===== config.mk =====
export PLATFORM = sky130hd
export DESIGN_NAME = mbap_to_rtu_request_framer
export DESIGN_NICKNAME = d
export VERILOG_FILES = /design/src/design/mbrtu_pkg.sv /design/src/design/mbap_to_rtu_request_framer.sv
export SDC_FILE = /design/constraint.sdc
export NUM_CORES = 1
export LEC_CHECK = 0
export BUFFER_PORTS_ARGS = -buffer_cell sky130_fd_sc_hd__buf_2
export CAP_MARGIN = 30
export CORE_MARGIN = 3
export CORE_UTILIZATION = 45
export CTS_BUF_LIST = sky130_fd_sc_hd__clkbuf_4
export DETAILED_ROUTE_END_ITERATION = 16
export SYNTH_ARGS = -nofsm -noshare
export SYNTH_HDL_FRONTEND = slang
export SYNTH_SLANG_ARGS = --single-unit

===== constraint.sdc =====
create_clock -name clk_i -period 4.49 [get_ports clk_i]
set_clock_uncertainty 0.1 [all_clocks]
set_input_delay 0.449 -clock clk_i [delete_from_list [all_inputs] [get_ports clk_i]]
set_output_delay 0.449 -clock clk_i [all_outputs]
set_load 0.02 [all_outputs]

===== src/design/mbrtu_pkg.sv =====
`default_nettype none
// ----------------------------------------------------------------------------
// mbrtu_pkg
// Shared types, constants and the CRC-16/MODBUS byte update for the
// MBAP to RTU request framer.
// ----------------------------------------------------------------------------
package mbrtu_pkg;

  localparam int unsigned MAX_FRAME = 260;
  localparam int unsigned MBAP_LEN  = 7;
  localparam logic [15:0] MAX_LEN   = 16'(MAX_FRAME - MBAP_LEN);

  localparam logic [15:0] CRC_INIT = 16'hFFFF;
  localparam logic [15:0] CRC_POLY = 16'hA001;

  localparam int unsigned QDEPTH = 4;
  localparam int unsigned QPTR_W = $clog2(QDEPTH);
  localparam int unsigned QCNT_W = $clog2(QDEPTH + 1);

  // header position codes
  localparam logic [2:0] HP_TID_HI = 3'd0;
  localparam logic [2:0] HP_TID_LO = 3'd1;
  localparam logic [2:0] HP_PID_HI = 3'd2;
  localparam logic [2:0] HP_PID_LO = 3'd3;
  localparam logic [2:0] HP_LEN_HI = 3'd4;
  localparam logic [2:0] HP_LEN_LO = 3'd5;
  localparam logic [2:0] HP_UNIT   = 3'd6;

  typedef struct packed {
    logic [7:0]  rtu_byte;
    logic        frame_end;
    logic        length_error;
    logic [15:0] transaction_id;
  } result_t;

  function automatic logic [15:0] crc_update(input logic [15:0] crc_in,
                                             input logic [7:0]  data);
    logic [15:0] c;
    c = crc_in ^ {8'h00, data};
    for (int i = 0; i < 8; i++) begin
      if (c[0]) begin
        c = (c >> 1) ^ CRC_POLY;
      end else begin
        c = c >> 1;
      end
    end
    return c;
  endfunction

endpackage
`default_nettype wire


===== src/design/mbap_to_rtu_request_framer.sv =====
`default_nettype none
// ----------------------------------------------------------------------------
// mbap_to_rtu_request_framer
// Parses the MBAP header of a Modbus TCP request byte stream, emits the RTU
// request frame (unit id, PDU, CRC-16/MODBUS low then high) or an error beat.
// ----------------------------------------------------------------------------
//   channel | handshake              | payload
//   --------+------------------------+-------------------------------------
//   in      | in_valid_i / in_ready_o | in_byte_i
//   out     | out_valid_o / out_ready_i | rtu_byte_o, frame_end_o,
//           |                        | length_error_o, transaction_id_o
//
// One input byte per cycle while in_ready_o is high; header state and CRC update as each byte is accepted.
// A byte that closes a frame pushes three beats into a 4-entry output queue,
// the others push at most one; in_ready_o is high while one or no beat is
// queued, so with out_ready_i high each frame close holds in_ready_o low
// until one beat is left, and every other byte goes through at one a cycle.
// Reset empties the queue, sets the CRC to 0xFFFF and hunts for a header.
// ----------------------------------------------------------------------------
module mbap_to_rtu_request_framer (
  input  wire logic        clk_i,
  input  wire logic        rst_ni,
  input  wire logic        in_valid_i,
  output logic             in_ready_o,
  input  wire logic [7:0]  in_byte_i,
  output logic             out_valid_o,
  input  wire logic        out_ready_i,
  output logic [7:0]       rtu_byte_o,
  output logic             frame_end_o,
  output logic             length_error_o,
  output logic [15:0]      transaction_id_o
);
  import mbrtu_pkg::*;

  logic [2:0]  hdr_q, hdr_d;
  logic        pay_q, pay_d;
  logic [15:0] tid_q, tid_d;
  logic [7:0]  lenhi_q, lenhi_d;
  logic [7:0]  rem_q, rem_d;
  logic [15:0] crc_q, crc_d;

  result_t              fifo_q [QDEPTH];
  logic [QPTR_W-1:0]    wr_ptr_q, rd_ptr_q;
  logic [QPTR_W-1:0]    wr_ptr1, wr_ptr2;
  logic [QCNT_W-1:0]    count_q, count_d;

  logic        in_acc, out_acc;
  logic [1:0]  n_res;
  result_t     e0, e1, e2;
  logic [15:0] crc_base, crc_step;
  logic [15:0] len_w, len_dec;
  logic [7:0]  rem_dec;
  logic        len_bad;

  assign in_ready_o  = (count_q < QCNT_W'(2));
  assign in_acc      = in_valid_i & in_ready_o;
  assign out_valid_o = (count_q != '0);
  assign out_acc     = out_valid_o & out_ready_i;

  assign rtu_byte_o       = fifo_q[rd_ptr_q].rtu_byte;
  assign frame_end_o      = fifo_q[rd_ptr_q].frame_end;
  assign length_error_o   = fifo_q[rd_ptr_q].length_error;
  assign transaction_id_o = fifo_q[rd_ptr_q].transaction_id;

  assign crc_base = pay_q ? crc_q : CRC_INIT;
  assign crc_step = crc_update(crc_base, in_byte_i);
  assign len_w    = {lenhi_q, rem_q};
  assign len_dec  = len_w - 16'd1;
  assign rem_dec  = rem_q - 8'd1;
  assign len_bad  = (len_w == 16'd0) || (len_w > MAX_LEN);

  always_comb begin
    hdr_d   = hdr_q;
    pay_d   = pay_q;
    tid_d   = tid_q;
    lenhi_d = lenhi_q;
    rem_d   = rem_q;
    crc_d   = crc_q;
    n_res   = 2'd0;
    e0      = '{rtu_byte: in_byte_i, frame_end: 1'b0, length_error: 1'b0,
                transaction_id: tid_q};
    e1      = '{rtu_byte: crc_step[7:0], frame_end: 1'b0, length_error: 1'b0,
                transaction_id: tid_q};
    e2      = '{rtu_byte: crc_step[15:8], frame_end: 1'b1, length_error: 1'b0,
                transaction_id: tid_q};
    if (in_acc) begin
      if (pay_q) begin
        n_res = 2'd1;
        rem_d = rem_dec;
        crc_d = crc_step;
        if (rem_dec == 8'd0) begin
          n_res = 2'd3;
          crc_d = CRC_INIT;
          pay_d = 1'b0;
          hdr_d = HP_TID_HI;
        end
      end else begin
        case (hdr_q)
          HP_TID_LO: begin
            tid_d = {tid_q[15:8], in_byte_i};
            hdr_d = HP_PID_HI;
          end
          HP_PID_HI, HP_PID_LO: begin
            hdr_d = hdr_q + 3'd1;
          end
          HP_LEN_HI: begin
            lenhi_d = in_byte_i;
            hdr_d   = HP_LEN_LO;
          end
          HP_LEN_LO: begin
            rem_d = in_byte_i;
            hdr_d = HP_UNIT;
          end
          HP_UNIT: begin
            hdr_d = HP_TID_HI;
            n_res = 2'd1;
            if (len_bad) begin
              rem_d = 8'd0;
              crc_d = CRC_INIT;
              e0    = '{rtu_byte: 8'h00, frame_end: 1'b1, length_error: 1'b1,
                        transaction_id: tid_q};
            end else begin
              rem_d = len_dec[7:0];
              if (len_dec[7:0] == 8'd0) begin
                n_res = 2'd3;
                crc_d = CRC_INIT;
              end else begin
                pay_d = 1'b1;
                crc_d = crc_step;
              end
            end
          end
          default: begin
            tid_d = {in_byte_i, tid_q[7:0]};
            hdr_d = HP_TID_LO;
          end
        endcase
      end
    end
  end

  assign wr_ptr1 = wr_ptr_q + QPTR_W'(1);
  assign wr_ptr2 = wr_ptr_q + QPTR_W'(2);
  assign count_d = count_q + QCNT_W'(n_res) - QCNT_W'(out_acc);

  always_ff @(posedge clk_i or negedge rst_ni) begin
    if (!rst_ni) begin
      hdr_q    <= HP_TID_HI;
      pay_q    <= 1'b0;
      tid_q    <= '0;
      lenhi_q  <= '0;
      rem_q    <= '0;
      crc_q    <= CRC_INIT;
      wr_ptr_q <= '0;
      rd_ptr_q <= '0;
      count_q  <= '0;
    end else begin
      hdr_q    <= hdr_d;
      pay_q    <= pay_d;
      tid_q    <= tid_d;
      lenhi_q  <= lenhi_d;
      rem_q    <= rem_d;
      crc_q    <= crc_d;
      wr_ptr_q <= wr_ptr_q + QPTR_W'(n_res);
      rd_ptr_q <= rd_ptr_q + QPTR_W'(out_acc);
      count_q  <= count_d;
    end
  end

  always_ff @(posedge clk_i) begin
    if (n_res != 2'd0) begin
      fifo_q[wr_ptr_q] <= e0;
    end
    if (n_res == 2'd3) begin
      fifo_q[wr_ptr1] <= e1;
      fifo_q[wr_ptr2] <= e2;
    end
  end

`ifndef NO_ASSERTIONS
  a_queue_bound: assert property (@(posedge clk_i) disable iff (!rst_ni)
    count_q <= QCNT_W'(QDEPTH))
    else $error("output queue overflow");

  a_payload_hdr: assert property (@(posedge clk_i) disable iff (!rst_ni)
    pay_q |-> (hdr_q == HP_TID_HI && rem_q != 8'd0))
    else $error("payload state with header position or count off");

  a_crc_idle: assert property (@(posedge clk_i) disable iff (!rst_ni)
    !pay_q |-> (crc_q == CRC_INIT))
    else $error("crc not at init outside a frame");

  a_frame_close: assert property (@(posedge clk_i) disable iff (!rst_ni)
    (in_acc && pay_q && rem_q == 8'd1) |=> (!pay_q && count_q >= QCNT_W'(2)))
    else $error("last pdu beat did not close the frame");
`endif

endmodule
`default_nettype wire

# --- Word-level counts from Yosys, hierarchy flattened ---
# Memories as Yosys holds them, arrays and structs flattened.
# Index checks and enable logic that the tools add are counted.
classes:
  addsub: 9
  order_cmp: 2
  n_eq_ne: 8
  n_mux: 40
  n_bitwise: 14
  reduce_logical: 16
ops:
  columns: ["op", "n"]
  rows:
  - ["16-bit 2-to-1 mux", 14]
  - ["26-bit 2-to-1 mux", 4]
  - ["16-bit case mux with 2 select lines", 1]
  - ["2-bit NOT with 3-bit output", 8]
  - ["16-bit by 8-bit greater-than comparator with 1-bit output, second input constant", 1]
  - ["16-bit logical NOT", 1]
  - ["8-bit logical NOT", 2]
  - ["8-bit 2-to-1 mux", 2]
  - ["8-bit case mux with 2 select lines", 1]
  - ["8-bit by 1-bit subtractor with 8-bit output, second input constant", 2]
  - ["16-bit by 8-bit bitwise XOR with 16-bit output", 1]
  - ["3-bit case mux with 5 select lines", 1]
  - ["2-bit 2-to-1 mux", 6]
  - ["3-bit equality test, second input constant", 3]
  - ["1-bit 2-to-1 mux", 9]
  - ["4-bit AND reduction", 2]
  - ["3-bit by 2-bit equality test with 1-bit output, second input constant", 2]
  - ["3-bit 2-to-1 mux", 2]
  - ["2-bit AND reduction", 3]
  - ["3-bit nonzero test", 2]
  - ["5-bit OR reduction", 1]
  - ["2-bit nonzero test", 2]
  - ["3-bit by 1-bit adder with 3-bit output, second input constant", 1]
  - ["3-bit by 2-bit adder with 3-bit output", 1]
  - ["14 further kinds", 17]
totals:
  regBits: 59
  ram_bits: 104
  in_bits: 12
  output_inout_bits: 28
  word_cells: 100
  mem_count: 1
memory_table:
  columns: ["name", "words", "word_bits", "read_ports", "rd_ports_with_merged_regs", "wr", "line", "text"]
  rows:
  - ["fifo_q", 4, 26, 1, 0, 3, "mbap_to_rtu_request_framer.sv:42", "result_t fifo_q [QDEPTH];"]

# --- Longest topological paths before layout ---
depth:
  word_depth: 22
  depth_mapped: 13
  mapped_depth_nobuf: 12

# --- Worst setup path before layout ---
# OpenSTA, ideal clock, no wires.
synth_timing:
  path_type: "flip-flop to flip-flop"
  from: "register rem_q[0]"
  to: "memory fifo_q[0][0] (netlist bit) (enable)"
  setup_ns: 0.405
  arrival_ns: 3.304
  t_required_ns: 3.985
  path_slack_ns: 0.682
  stages_incl_launch_ff: 11
  n_path_buf: 2
  synth_period_minus_slack_ns: 3.808
  cell_sequence: "dfrtp_1 inv_1 ha_1 or3b_2 clkbuf_1 o311ai_2 nand3_4 nor2_2 a21oi_2 buf_2 nor2_1"
synth_rtl:
  columns: ["element", "line", "text"]
  rows:
  - ["from (decl)", "mbap_to_rtu_request_framer.sv:39", "logic [7:0] rem_q, rem_d;"]
  - ["from (signal assigned)", "mbap_to_rtu_request_framer.sv:162", "rem_q <= rem_d;"]
  - ["to (decl)", "mbap_to_rtu_request_framer.sv:42", null]

# --- Worst setup path after layout ---
layout_timing:
  from: "register rem_q[0]"
  to: "register count_q[2]"
layout_via:
  elab_chain_cells: 9
  word_cells_on_any_way: 15
  cone_classes: "add/sub: 4; order compare: 1; mux: 6; reduce/logical: 4"
layout_lines:
  columns: ["element", "line", "text"]
  rows:
  - ["8-bit by 1-bit subtractor with 8-bit output", "mbap_to_rtu_request_framer.sv:68, mbap_to_rtu_request_framer.sv:69", null]
  - ["8-bit logical NOT", "mbap_to_rtu_request_framer.sv:91, mbap_to_rtu_request_framer.sv:124", null]
  - ["2-bit 2-to-1 mux", "mbap_to_rtu_request_framer.sv:91, mbap_to_rtu_request_framer.sv:124", null]
  - ["2-bit 2-to-1 mux", "mbap_to_rtu_request_framer.sv:117", "if (len_bad) begin"]
  - ["2-bit 2-to-1 mux", "mbap_to_rtu_request_framer.sv:98", "case (hdr_q)"]
  - ["2-bit 2-to-1 mux *", "mbap_to_rtu_request_framer.sv:87", "if (pay_q) begin"]
  - ["2-bit 2-to-1 mux *", "mbap_to_rtu_request_framer.sv:86", "if (in_acc) begin"]
  - ["3-bit by 2-bit adder with 3-bit output *", "mbap_to_rtu_request_framer.sv:144", "assign count_d = count_q + QCNT_W'(n_res) - QCNT_W'(out_acc);"]
  - ["3-bit by 1-bit subtractor with 3-bit output *", "mbap_to_rtu_request_framer.sv:144", null]
  - ["named net count_d[2]", "mbap_to_rtu_request_framer.sv:45", "logic [QCNT_W-1:0] count_q, count_d;"]
  - ["to (signal assigned)", "mbap_to_rtu_request_framer.sv:166", "count_q <= count_d;"]
  - ["to (decl)", "mbap_to_rtu_request_framer.sv:45", null]
# The timed path passes the listed nets; every way through them passes the cells marked *.
# A chain may end at the register's enable or synchronous reset.

==> flow_metrics.tcl <==
set metrics [dict create \
    status "finished, final reports clean" \
    ys.flop_type "edfxtp_1" \
    routed_wl_um 20500 \
    die_w_um 141 \
    p_per_area_mw_per_mm2 548 \
    tightest_slew_ns 0.960 \
    post_cts_buffers 0 \
    tns_ns 0 \
    nets 738 \
    clock_path_buffers 2 \
    r2r-end "count_q[2]" \
    worst-path-max-fanout 12 \
    synth_compound_area_share_pct 11.0 \
    synth_area_leaders "edfxtp_1 35%, dfrtp_1 13%, mux4_2 7.1%" \
    netlist_instances 682 \
    r2r_slack_ns 0.73 \
    relSlewSlack_pct 36.0 \
    path_class "flop to flop" \
    row_count 48 \
    yosysMostFrequentCell "nor2_1" \
    end_kind "flop" \
    clkLatencyLatePin_ns 0.59 \
    cts_buffers 17 \
    antenna_found_initial 1 \
    yosys_register_bits 163 \
    reg2reg_depth 11 \
    cts-root-buf "clkbuf_4" \
    placed_cells 916 \
    cts_max_level 4 \
    placed_area_mm2 0.00863 \
    report.final.slew_viol_count 0 \
    finalCritPeriodShare_pct 83.8 \
    synth_top_area_share_pct 34.9 \
    required_ns 4.87 \
    tritoncts "yes" \
    drive_gt1_share_pct 25.0 \
    cap_violations 0 \
    synth_xor_area_share_pct 4.41 \
    yosys.area_share.simple_pct 12.6 \
    synth_area_mm2 0.00825 \
    globalplace.congestion 0.910 \
    core_mm2 0.0176 \
    worstSetupStartpoint "rem_q[0]" \
    synth_top_cell_by_area "edfxtp_1" \
    first_iter_violations 360 \
    synth_commonest_cells "109 x nor2_1, 96 x edfxtp_1, 56 x nand2_1, 43 x dfrtp_1, 27 x o21ai_0" \
    die_y_um 141 \
    ys_types 78 \
    yosys_warnings 0 \
    grt_overflow 0 \
    synth_fa_ha_area_share_pct 2.21 \
    grt_first_pass_wirelength_um 32900 \
    syn2layout_area_growth_pct 8.86 \
    route.detailed.drc 0 \
    crit_arrival_ns 4.15 \
    synth-edff-count 96 \
    whs_path_depth 3 \
    hold_viol 0 \
    design_area_mm2 0.00898 \
    via_count 5616 \
    ios 40 \
    grt_max_degree 60 \
    worstSetupEndpoint "count_q[2]" \
    min_period_ns 3.76 \
    portBuffers 39 \
    r2r_start "rem_q[0]" \
    grt_use_total_pct 21.4 \
    routedWlPerCell_um 21.5 \
    via_per_inst 5.91 \
    fmax_mhz 266 \
    initial_utilization_pct 46.9 \
    startpoint_type "flop" \
    ir_drop_uv 259 \
    finalSetupViolations 0 \
    synth_seq_area_share_pct 55.0 \
    synth_top_family_by_area "simple AND/OR/NAND/NOR gates" \
    pre_cts_slack_ns 0.794 \
    synth_fp_nets 708 \
    final_cells 951 \
    post-route-util_pct 51.0 \
    cts_num_sinks 163 \
    async_flop_share_pct 36.2 \
    muxShareOfSynthArea_pct 11.2 \
    hpwl_um 14200 \
    hold_class "input pin to flop" \
    worst_slack_ns 0.727 \
    dieArea_mm2 0.0200 \
    antenna_left 0 \
    grt_pass1_vias 5718 \
    syn-mean-instance-area_um2 12.1 \
    p_leak_nw 3.28 \
    first_pass_iters 5 \
    rsz0062_at_grt "no" \
    clk_pin_slew_ns 0.16 \
]
==> per-stage QoR <==
stage | hold slack, ns | power [mW]
2_1_floorplan | 0.0534 | 3.50
3_3_place_gp | 0.353 | 3.92
3_5_place_dp | 0.370 | 3.98
4_1_cts | 0.0991 | 4.94
5_1_grt | 0.128 | 5.22
6_report | 0.151 | 4.92
==> registers in the layout (all words and copies together), names as in the netlist, 3 cells and up <==
register	count
fifo_q	104
crc_q	16
tid_q	16
lenhi_q	8
rem_q	8
count_q	3
hdr_q	3
==> worst min-delay path by stage <==
stage,from,to,slack [ns]
global placement,fifo_q[1][16],fifo_q[1][16],0.35
finish,out_ready_i,rd_ptr_q[0],0.15
floorplan,rst_ni,count_q[0],0.05
CTS,out_ready_i,rd_ptr_q[0],0.1
detailed placement,fifo_q[1][16],fifo_q[1][16],0.37
global route,out_ready_i,rd_ptr_q[0],0.13
==> cell families (layout without fill, tap and decap cells) <==
group / Yosys count / in the layout
DFF: 163 / 163
xor gates and xnor gates: 35 / 35
AOI/OAI and AO/OA: 127 / 127
adders and majority gates: 14 / 14
other: 0 / 1
buffers and inverters: 62 / 105
and+or+nand+nor: 224 / 224
muxes: 57 / 57
==> routing by layer <==
| layer | vias to the layer above | track usage (%) | wire (µm) |
|---|---|---|---|
| met5 | - | 0 | 0 |
| met1 | 2816 | 29.1 | 9030 |
| met4 | 0 | 7.37 | 546 |
| met2 | 212 | 34.5 | 9650 |
| met3 | 34 | 4.68 | 1250 |
| li1 | 2554 | - | - |
==> placed cells by master (no fill, tap or decap), types with 3 or more instances in the layout <==
master,synthesis,layout
a21o_1,4,4
a21oi_1,18,18
a22o_1,14,14
a22oi_1,13,13
a31oi_1,3,3
and3_1,3,3
buf_2,12,39
buf_4,4,15
clkbuf_4,0,17
dfrtp_1,43,42
dfstp_2,16,16
dfxtp_1,8,8
edfxtp_1,96,96
ha_1,13,13
inv_1,15,15
inv_6,0,3
inv_8,0,4
mux2_2,24,24
mux2i_1,7,7
mux4_2,26,26
nand2_1,56,56
nand2b_1,11,11
nand3_1,6,6
nand4_1,4,4
nor2_1,109,105
nor2_2,4,8
nor3_1,6,6
nor4_1,3,3
o21ai_0,27,27
o21ai_1,4,4
o221ai_1,6,6
o22a_1,6,6
o31ai_1,3,3
or3_1,4,4
xnor2_1,19,19
xor2_1,11,11
==> cell type report <==
type | count | area [µm²]
well taps | 225 | 282
repair buffers | 56 | 338
multi-input cells | 457 | 3430
clock buffers | 17 | 128
flip-flops and latches | 163 | 4540
inverters | 17 | 63.8
clock inverters | 15 | 193
diodes | 1 | 2.50
fillers | 1530 | 8620
==> power by group <==
group	leakage [nW]	internal, mW	switching [mW]
registers	1.65	1.89	0.302
logic	1.46	0.788	0.976
clock network	0.168	0.359	0.603
total	3.28	3.04	1.88
==> critical path, cell delays in order, from the launching register on <==
cell and delay [ns]:
dfrtp_1 0.48, inv_1 0.11, ha_1 0.24, or3b_2 0.55
o311ai_2 0.40, nand3_4 0.26, nor2_2 0.30, nand2_1 0.13
ha_1 0.34, fa_1 0.45, xor2_1 0.17, xnor2_1 0.12
==> timing repair <==
item / in CTS / in global routing
hold endpoints to repair: 43 / 0
hold buffers: 1 / 0
gates resized for setup: 0 / 0
(Power assumes the default switching activity.)
